==> config.mk <==
export PLATFORM = sky130hd
export DESIGN_NAME = brr_front
export DESIGN_NICKNAME = d
export VERILOG_FILES = /design/src/rtl/core/brr_pkg.sv /design/src/rtl/core/brr_fifo.sv /design/src/rtl/core/brr_front.sv
export SDC_FILE = /design/constraint.sdc
export NUM_CORES = 1
export LEC_CHECK = 0
export ABC_AREA = 1
export BUFFER_PORTS_ARGS = -buffer_cell sky130_fd_sc_hd__buf_4
export CORE_UTILIZATION = 47
export DETAILED_ROUTE_END_ITERATION = 10
export PLACE_DENSITY = 0.73
export SYNTH_ARGS = -nofsm -noshare
export SYNTH_HDL_FRONTEND = slang
export SYNTH_SLANG_ARGS = --single-unit
==> constraint.sdc <==
create_clock -name clock -period 4.5 [get_ports clock]
set_input_delay 0.675 -clock clock [delete_from_list [all_inputs] [get_ports clock]]
set_output_delay 0.675 -clock clock [all_outputs]
set_load 0.03 [all_outputs]
==> src/rtl/core/brr_pkg.sv <==
// shared types and codes for the bicubic row resampler
// holds command, result and configuration structs and the back-end state type
// no dependencies
package brr_pkg;

   localparam logic [1:0] MODE_SPAN   = 2'd0;
   localparam logic [1:0] MODE_WEIGHT = 2'd1;
   localparam logic [1:0] MODE_PIXEL  = 2'd2;

   localparam logic REG_IN_WIDTH  = 1'b0;
   localparam logic REG_OUT_WIDTH = 1'b1;

   localparam int RESULT_LIMIT = 32;
   localparam logic [7:0] CHAN_MAX = 8'd255;

   typedef enum logic [1:0] {
      KIND_SPAN,
      KIND_WEIGHT,
      KIND_PIXEL
   } cmd_kind_type;

   typedef struct packed {
      cmd_kind_type       kind;
      logic [9:0]         index;
      logic [3:0]         tap;
      logic [10:0]        first;
      logic [4:0]         count;
      logic signed [24:0] weight;
      logic [23:0]        pixel;
   } cmd_type;

   typedef struct packed {
      logic [11:0] in_width;
      logic [10:0] out_width;
   } cfg_type;

   typedef struct packed {
      logic [9:0] column;
      logic [7:0] red;
      logic [7:0] green;
      logic [7:0] blue;
      logic       last_of_run;
      logic       row_done;
   } rsp_type;

   typedef enum logic [2:0] {
      ST_IDLE,
      ST_SPAN_RD,
      ST_SPAN_CHK,
      ST_TAPS,
      ST_DRAIN,
      ST_EMIT,
      ST_FLUSH
   } back_state_type;

endpackage

==> src/rtl/core/brr_fifo.sv <==
// small register queue used between front and back end and on the result side
// no dependencies
module brr_fifo #(
   parameter int WIDTH = 8,
   parameter int DEPTH = 2
) (
   input  logic             clock,
   input  logic             reset,
   input  logic             push,
   input  logic [WIDTH-1:0] wdata,
   output logic             full,
   input  logic             pop,
   output logic [WIDTH-1:0] rdata,
   output logic             empty
);

   localparam int AW = (DEPTH > 1) ? $clog2(DEPTH) : 1;
   localparam int CW = $clog2(DEPTH + 1);

   logic [WIDTH-1:0] mem_ff [DEPTH];
   logic [AW-1:0]    wp_ff, wp_in, rp_ff, rp_in;
   logic [CW-1:0]    cnt_ff, cnt_in;
   logic             do_push, do_pop;

   assign full    = (cnt_ff == CW'(DEPTH));
   assign empty   = (cnt_ff == '0);
   assign do_push = push && !full;
   assign do_pop  = pop && !empty;
   assign rdata   = mem_ff[rp_ff];

   always_comb begin
      wp_in  = wp_ff;
      rp_in  = rp_ff;
      if (do_push) begin
         wp_in = (wp_ff == AW'(DEPTH - 1)) ? '0 : wp_ff + AW'(1);
      end
      if (do_pop) begin
         rp_in = (rp_ff == AW'(DEPTH - 1)) ? '0 : rp_ff + AW'(1);
      end
      cnt_in = cnt_ff + CW'(do_push) - CW'(do_pop);
   end

   always_ff @(posedge clock) begin
      if (reset) begin
         wp_ff  <= '0;
         rp_ff  <= '0;
         cnt_ff <= '0;
      end else begin
         wp_ff  <= wp_in;
         rp_ff  <= rp_in;
         cnt_ff <= cnt_in;
      end
   end

   always_ff @(posedge clock) begin
      if (do_push) begin
         mem_ff[wp_ff] <= wdata;
      end
   end

endmodule

==> src/rtl/core/brr_front.sv <==
// front end: accepts input items, drops meaningless ones, queues commands
// depends on brr_pkg and brr_fifo
module brr_front import brr_pkg::*; #(
   parameter int MAX_OUT_WIDTH = 1024,
   parameter int MAX_TAPS      = 16
) (
   input  logic               clock,
   input  logic               reset,
   input  logic               push,
   output logic               full,
   input  logic [1:0]         req_mode,
   input  logic [9:0]         req_out_index,
   input  logic [3:0]         req_tap,
   input  logic [10:0]        req_first_pixel,
   input  logic [4:0]         req_tap_count,
   input  logic signed [24:0] req_weight,
   input  logic [7:0]         req_red,
   input  logic [7:0]         req_green,
   input  logic [7:0]         req_blue,
   input  logic               cmd_pop,
   output cmd_type            cmd,
   output logic               cmd_empty
);

   logic    keep;
   logic    index_ok;
   cmd_type cmd_new;
   logic [$bits(cmd_type)-1:0] q_rdata;

   assign index_ok = ({22'd0, req_out_index} < 32'(MAX_OUT_WIDTH));

   always_comb begin
      cmd_new.index  = req_out_index;
      cmd_new.tap    = req_tap;
      cmd_new.first  = req_first_pixel;
      cmd_new.count  = req_tap_count;
      cmd_new.weight = req_weight;
      cmd_new.pixel  = {req_red, req_green, req_blue};
      unique case (req_mode)
         MODE_SPAN: begin
            cmd_new.kind = KIND_SPAN;
            keep         = index_ok;
         end
         MODE_WEIGHT: begin
            cmd_new.kind = KIND_WEIGHT;
            keep         = index_ok && ({28'd0, req_tap} < 32'(MAX_TAPS));
         end
         MODE_PIXEL: begin
            cmd_new.kind = KIND_PIXEL;
            keep         = 1'b1;
         end
         default: begin
            cmd_new.kind = KIND_PIXEL;
            keep         = 1'b0;
         end
      endcase
   end

   brr_fifo #(
      .WIDTH ($bits(cmd_type)),
      .DEPTH (2)
   ) u_cmd_q (
      .clock (clock),
      .reset (reset),
      .push  (push && keep),
      .wdata (cmd_new),
      .full  (full),
      .pop   (cmd_pop),
      .rdata (q_rdata),
      .empty (cmd_empty)
   );

   assign cmd = cmd_type'(q_rdata);

endmodule

==> results, run 1 <==
- Once placement finished, the instance area stood at 7880 um^2.
- The count of buffers added on input and output ports is about 170.
- In this run the remaining antenna-violating nets after routing total 0.
- The final estimated routing congestion in global placement is ~0.74.
- The die outline width is around 120 um.
- After detailed routing, the average wire length per cell comes to between 15 and 20 um.
- The final core utilization is between 60% and 70%.
- The CTS tree is built.
- The cell chosen for the clock root is sky130_fd_sc_hd__clkbuf_16.
- The share of the Yosys chip area taken by registers is 76.2%.
- The total standard cell area after synthesis is roughly 6500 um^2.
- The per-instance average area after synthesis is approximately 22 um^2.
- The type of the tightest min-delay check is input port to flop.
- The maximum number of pins on one net before global-route repair is 47.
- The number of warning messages in the yosys log is 0.
- Clock skew on the completed layout was measured at about 0.007 ns.
- The critical path is of the flop to output port type.
- The time the worst path needs with I/O delays and setup is just under 3 ns.
- The sum of net half-perimeters after detailed placement is 7490 um.
- The overall power consumption is a little under 5 mW.
- The biggest fanout along the worst timing path is between 40 and 50.
- STA puts the critical path data required time at 3.83 ns.
- The number of global-route vias before repair is 3344.
- The clock-pin slew on the worst setup and hold paths is approximately 0.06 ns.
- The number of antenna violations at the first check in global routing was 0.
- The xor/xnor share of the synthesized area is 0%.
- The run finished with clean final reports.
- For this configuration, the core starts out at a cell density of roughly half.
- The final standard cell area without fillers is 8470 um^2.
- The flop and latch count out of synthesis is 167.
- The post-detailed-route DRC marker count is 0.
- Across all register-to-register paths, the minimum setup slack is 2.62 ns.
- Post-CTS timing repair inserted 0 buffers for setup.
- Sorting the synthesized cells by area gives the leading types as sky130_fd_sc_hd__edfxtp_1 (75%), sky130_fd_sc_hd__mux2_4 (18%), sky130_fd_sc_hd__buf_12 (2.5%).
- The leakage power total is between 3 and 4 nW.
- roughly 170 I/O pins were placed.
- Headroom to the max-slew limit came out at a little under half.
- Adding up every negative setup slack in the final design gives 0 ns.
- The fraction of synthesized area in multiplexers is 18.6%.
- The die area is 14300 um^2.
- The data arrival at the endpoint of the critical path is approximately 2.2 ns.
- Setup repair after global routing left no endpoint under its margin.
- The clock sink count is around 170.
- The number of nets produced by synthesis is approximately 380.
- Along the worst hold path, the cell count comes to 1.
- The final critical path takes up roughly two thirds of the cycle.
- The detail-routed via count per cell is between 4 and 5.
- Summed over its instances, the top area cell type makes up 74.6% of the synthesized netlist area.
- Before antenna repair, the detailed router went through 6 iterations.
- Across all layers, the routed design uses ~3200 vias.
- The slew at the pin with the worst max-slew slack is about 0.82 ns.
- The worst hold path terminates at u_cmd_q.mem_ff[0][54]$_DFFE_PP_.
- The endpoint class of the critical path is an output port.
- The count of different cell masters after synthesis is 17.
- Synthesis produced a netlist whose cell count is 295.
- The count of routing violations after the opening detailed-route iteration is 192.
- The final-layout worst hold slack is 0.443 ns.
- The element type at the critical path start is a flop.
- The number of buffers inserted for hold repair after clock tree synthesis is 0.
- The ratio of total power to cell area is between 500 and 600 nW/um^2.
- The compound-gate portion of the synthesized area is less than 1%.
- Summed over all instances, the cell type with the most area after synthesis is sky130_fd_sc_hd__edfxtp_1.
- The number of placement rows is 42.
- The synthesized netlist devotes under 10% of its cell area to simple gates.
- The launch instance of the worst register-to-register path is u_cmd_q.cnt_ff[1]$_SDFF_PP0_.
- The leftover overflow at the end of global routing is 0.
- The global router's overall resource usage is between 15 and 20%.
- The number of endpoints failing setup at the final stage is 0.
- The wire length of the first global-routing pass is ~17000 um.
- TritonCTS created 17 clock buffers.
- The capturing point of the worst reg2reg path is u_cmd_q.mem_ff[0][30]$_DFFE_PP_.
- The maximum vdd ir drop is just over 0.3 mV.
- Summing the areas of all fa, ha and maj instances in the mapped netlist gives less than 1% of the synthesized area.
- The total number of nets in the final design is roughly 560.
- The total number of H-tree levels is 4.
- The layout overhead on the synthesized area is 29.9%.
- The final-report max-slew violation count was 0.
- Static timing analysis puts the maximum clock frequency at between 300 and 400 MHz.
- The clock passes through at most 2 buffers.
- The number of antenna diodes in the final layout is 0.
- The die height is about 120 um.
- For this block, the routed nets add up to about 11000 um of wire.
- The combinational family with the most area after synthesis is multiplexers.
- Measured in cells, the most critical reg-to-reg path has a length of 6.
- After clock tree synthesis, the repair step resized 0 gates.
- The number of maximum-capacitance constraint violations is 0.
- The area of the core is around 13000 um^2.
- The later pin in the worst-skew pair is clocked with a latency of slightly above 0.4 ns.
- The origin of the worst min-delay path is req_first_pixel[0].
- The number of endpoints with negative hold slack in the final report is 0.
- Cells with a size suffix above 1 make up 58.7% of the layout.
-- logic make-up (layout without fill, tap and decap cells) --
group                      after synthesis  after routing
adders and majority gates                1              1
and+or+nand+nor                         20             20
buffers and inverters                   21            215
AOI/OAI and AO/OA                        5              5
DFF                                    167            167
muxes                                   81             81
-- state kept, by name, summed over array words and instances (netlist names), named ones only --
name / cells
u_cmd_q.cnt_ff: 2
u_cmd_q.mem_ff: 162
u_cmd_q.rp_ff: 1
u_cmd_q.wp_ff: 1
-- Yosys cell counts --
cell                       number
sky130_fd_sc_hd__a21oi_1        3
sky130_fd_sc_hd__inv_1         11
sky130_fd_sc_hd__ha_1           1
sky130_fd_sc_hd__o21ai_0        1
sky130_fd_sc_hd__nand3_1        1
sky130_fd_sc_hd__o21ai_1        1
sky130_fd_sc_hd__buf_12         8
sky130_fd_sc_hd__mux2_4        80
sky130_fd_sc_hd__nor2_1         6
sky130_fd_sc_hd__edfxtp_1     162
sky130_fd_sc_hd__nand4_1        1
sky130_fd_sc_hd__mux2_2         1
sky130_fd_sc_hd__dfxtp_1        5
sky130_fd_sc_hd__nor2_2         3
sky130_fd_sc_hd__nand2_1        9
sky130_fd_sc_hd__buf_6          1
sky130_fd_sc_hd__clkbuf_1       1
-- metrics by stage --
step	worst slack, ns	std cells
2_1_floorplan	0.937	295
3_3_place_gp	2.02	633
3_5_place_dp	1.99	633
4_1_cts	1.54	665
5_1_grt	1.48	665
6_report	1.59	665
-- power by group --
part | internal (mW) | switching, mW
Clock | 0.866 | 0.555
Sequential | 1.91 | 0.110
Combinational | 0.645 | 0.761
-- layer usage --
metal | vias to the layer above | track usage, % | wire [um]
met2 | 117 | 26.2 | 5620
met1 | 1552 | 19.9 | 4650
met4 | 0 | 7.27 | 134
met3 | 10 | 5.13 | 738
li1 | 1495 | - | -
met5 | - | 0 | 0
-- cells in the final DEF (no fill, tap or decap), drive strengths merged --
| cell | n |
|---|---|
| buf | 172 |
| edfxtp | 162 |
| mux2 | 81 |
| clkbuf | 18 |
| inv | 12 |
| nand2 | 9 |
| nor2 | 9 |
| clkinv | 7 |
| dfxtp | 5 |
| a21oi | 3 |
| bufinv | 3 |
| clkinvlp | 3 |
| o21ai | 2 |
| nand4 | 1 |
| nand3 | 1 |
| ha | 1 |
-- area by class of cell --
cell class / instances / area (um^2)
Fill cell: 978 / 4930
Clock buffer: 18 / 429
Multi-Input combinational cell: 107 / 1350
Timing Repair Buffer: 172 / 1300
Tap cell: 176 / 220
Sequential cell: 167 / 4970
Inverter: 11 / 41.3
Clock inverter: 14 / 158
-- critical path, cell delays in order (launching register included) --
cell and delay, ns:
sky130_fd_sc_hd__dfxtp_4 0.90, sky130_fd_sc_hd__buf_12 0.37, sky130_fd_sc_hd__mux2_4 0.34, sky130_fd_sc_hd__buf_4 0.17
-- worst max path at each step --
stage	slack [ns]	end
CTS	1.54	cmd[78]
detailed placement	1.99	cmd[78]
floorplan	0.94	u_cmd_q.mem_ff[1][0]$_DFFE_PP_
finish	1.59	cmd[7]
global placement	2.02	cmd[7]
global route	1.48	cmd[7]
No activity file was read; power rests on OpenSTA's default activity.
==> inputs of run 2 (changes only) <==
Settings changed: CORE_UTILIZATION 47 to 53, PLACE_DENSITY 0.73 to 0.78.
Clock period 4.5 ns to 2.9 ns, I/O delays scaled along.
==> run 2 against run 1 <==
Sequential share of layout area decreased by 0.25 points. Global-route usage grew 1.9 points. Sequential power grew 54%. Count of clock-buffer cells in the layout decreased by 1. Highest routed layer unchanged.
==> results, run 2 (synthesis gave the netlist of run 1 again) <==
- The setup slack of the worst register-to-register path came to 1.10 ns (was 2.62 ns).
- The die outline width is 113 um (was 120 um).
- The maximum clock frequency is between 400 and 500 MHz.
- Registers with the highest flip-flop counts: u_cmd_q.mem_ff: 162 flops, u_cmd_q.cnt_ff: 2 flops (unchanged).
- The biggest fanout along the worst timing path is 32 (was 42).
- The per-cell routed wire length is 17.3 um (was 16.8 um).
- The clock insertion delay at the later pin of the skew report came to 0.42 ns (was 0.41 ns).
- The die area is 12700 um^2 (was 14300 um^2).
- The number of maximum-capacitance constraint violations is 0 (unchanged).
- The leakage power total is 3.37 nW (was 3.34 nW).
- The ratio of total power to cell area is 905 nW/um^2 (was 573 nW/um^2).
- The time the worst path needs with I/O delays and setup is around 2.4 ns.
- The area of the multi-input gates is 1350 um^2 (unchanged).
- The total number of nets in the final design was 562 (unchanged).
- The most flop-heavy register is u_cmd_q.mem_ff (unchanged).
- The detail-routed via count per cell came to 4.97 (was 4.77).
- The I/O pin count is 168 (unchanged).
- The number of endpoints with negative hold slack in the final report is 0 (unchanged).
- The layout overhead on the synthesized area was 30.5% (was 29.9%).
- The count of routing violations after the opening detailed-route iteration is 127 (was 192).
- The slew at the pin with the worst max-slew slack is 0.601 ns (was 0.824 ns).
- The cell chosen for the clock root is sky130_fd_sc_hd__clkbuf_16 (unchanged).
- The sum of net half-perimeters after detailed placement was 7320 um (was 7490 um).
- Of the available clock period, the critical path in the final layout requires between 80% and 90%.
- The post-detailed-route DRC marker count is 0 (unchanged).
- The overall routed net length came to 11000 um (was 11100 um).
- The post-route antenna net violation count is 0 (unchanged).
- The data arrival at the endpoint of the critical path was 1.94 ns (was 2.24 ns).
- The CTS tree is built (unchanged).
- The antenna diode count came to 0 (unchanged).
- The setup skew after layout is 0.00591 ns (was 0.00703 ns).
- The post-CTS repair timing setup buffer count is 0 (unchanged).
- The area of the core was 12000 um^2 (was 13400 um^2).
- The number of antenna violations at the first check in global routing was 0 (unchanged).
- The top routing layer in use is met4 (unchanged).
- The number of flip-flops in the largest register was 162 (unchanged).
- The maximum root-to-sink buffer count is 2 (unchanged).
- The via count of the routed design was 3164 (was 3174).
- The number of global-route vias before repair is 3244 (was 3344).
- The most common library cell in the layout ignoring fill and taps is sky130_fd_sc_hd__buf_4 (unchanged).
- The number of optimization iterations in the first detailed-route pass is 4 (was 6).
- The instance count after placement with tap cells included came to 604 (was 633).
- The total number of H-tree levels came to 4 (unchanged).
- The global router's overall resource usage is 18.1% (was 16.2%).
- The number of fill cells in the layout came to 768 (was 978).
- The met3 routed wirelength is 628 um (was 738 um).
- The worst endpoint required time is 2.47 ns (was 3.83 ns).
- The clock-pin slew on the worst setup and hold paths is 0.06 ns (about the same).
- Status: finished clean (unchanged).
- The leftover overflow at the end of global routing came to 0 (unchanged).
- The number of endpoints failing setup at the final stage is 0 (unchanged).
- The wire length of the first global-routing pass came to 16600 um (was 17100 um).
- The type of the tightest min-delay check is input port to flop (unchanged).
- The total area of sequential cells came to 4970 um^2 (unchanged).
- The filler-free cell count of the finished design is 636 (was 665).
- The maximum number of pins on one net before global-route repair came to 83 (was 47).
- The count of buffers from port buffering is 167 (unchanged).
- The count of cells resized by post-cts repair is 0 (unchanged).
- The element type at the critical path start is a flop (unchanged).
- The number of clock buffers inserted by TritonCTS is 17 (unchanged).
- The max-slew headroom at the worst pin is 59.9% (was 45.1%).
- The maximum vdd ir drop came to 0.455 mV (was 0.308 mV).
- The final-report max-slew violation count was 0 (unchanged).
- The number of placement rows is 40 (was 42).
- The fraction of final layout cells sized beyond drive strength 1 is 58.7% (unchanged).
- The detailed-route wire length on metal 1 came to 4270 um (was 4650 um).
- The number of buffers inserted for hold repair after clock tree synthesis was 0 (unchanged).
- The critical path class is flop to output port (unchanged).
- The met2 layer wire length in the routed design is 5800 um (was 5620 um).
- The final estimated routing congestion in global placement came to 0.744 (was 0.737).
- The die height is 113 um (was 120 um).
- The overall power consumption is 7.70 mW (was 4.85 mW).
- The clock sink count came to 167 (unchanged).
- The endpoint class of the critical path is an output port (unchanged).
- Commonest cells after routing, fill and taps aside: sky130_fd_sc_hd__buf_4 (169), sky130_fd_sc_hd__edfxtp_1 (162), sky130_fd_sc_hd__mux2_4 (80) (was sky130_fd_sc_hd__buf_4 (171), sky130_fd_sc_hd__edfxtp_1 (162), sky130_fd_sc_hd__mux2_4 (80)).
- The initial core utilization is 54.3% (was 48.6%).
- RSZ-0062 raised after global routing: no (unchanged).
run 2: cell types whose count changed in the layout (fill, tap and decap cells not counted), sizes merged:
cell      delta
bufinv       +2
clkbuf       -1
clkinv       +1
clkinvlp     -1
inv          -1
run 2: area by class of cell:
type	instances	area share, %
Timing Repair Buffer	172	15.6
Tap cell	147	2.16
Clock buffer	17	5.00
Clock inverter	15	2.46
Multi-Input combinational cell	107	15.9
Inverter	11	0.485
Sequential cell	167	58.4
run 2: final timing paths:
kind	from	to	cells after the start
max reg2reg	u_cmd_q.cnt_ff[1]$_SDFF_PP0_	u_cmd_q.mem_ff[0][16]$_DFFE_PP_	6
min reg2reg	u_cmd_q.rp_ff$_SDFFE_PP0P_	flop	1
min	req_first_pixel[9]	u_cmd_q.mem_ff[0][63]$_DFFE_PP_	1
max	flop	cmd[14]	3
run 2: report_power, final:
group / total (mW) / internal [mW] / leakage [nW] / switching, mW
clock: 2.37 / 1.51 / 0.305 / 0.855
combinational: 2.22 / 1.01 / 1.52 / 1.21
sequential: 3.11 / 2.97 / 1.54 / 0.137
run 2: worst max-delay path: stages, from the launching register on:
cell	delay, ns
sky130_fd_sc_hd__dfxtp_4	0.69
sky130_fd_sc_hd__buf_12	0.32
sky130_fd_sc_hd__mux2_4	0.33
sky130_fd_sc_hd__buf_4	0.17
run 2: per-stage QoR:
stage / hold slack (ns) / TNS [ns] / setup slack, ns / area [um^2] / utilization (%)
final: 0.200 / 0 / 0.521 / 8510 / 70.8
after CTS: 0.186 / 0 / 0.469 / 8510 / 70.8
after floorplan: 0.431 / -67.30 / -0.423 / 6520 / -
after global routing: 0.185 / 0 / 0.436 / 8510 / 70.8
after global placement: 0.440 / 0 / 0.930 / 7870 / 65.5
after detailed placement: 0.442 / 0 / 0.919 / 7870 / 65.5
run 2: metal layers:
metal	track usage, %	vias to the layer above
met5	0	-
met4	9.74	0
met3	5.46	18
met2	31.2	104
met1	20.2	1542
li1	-	1500
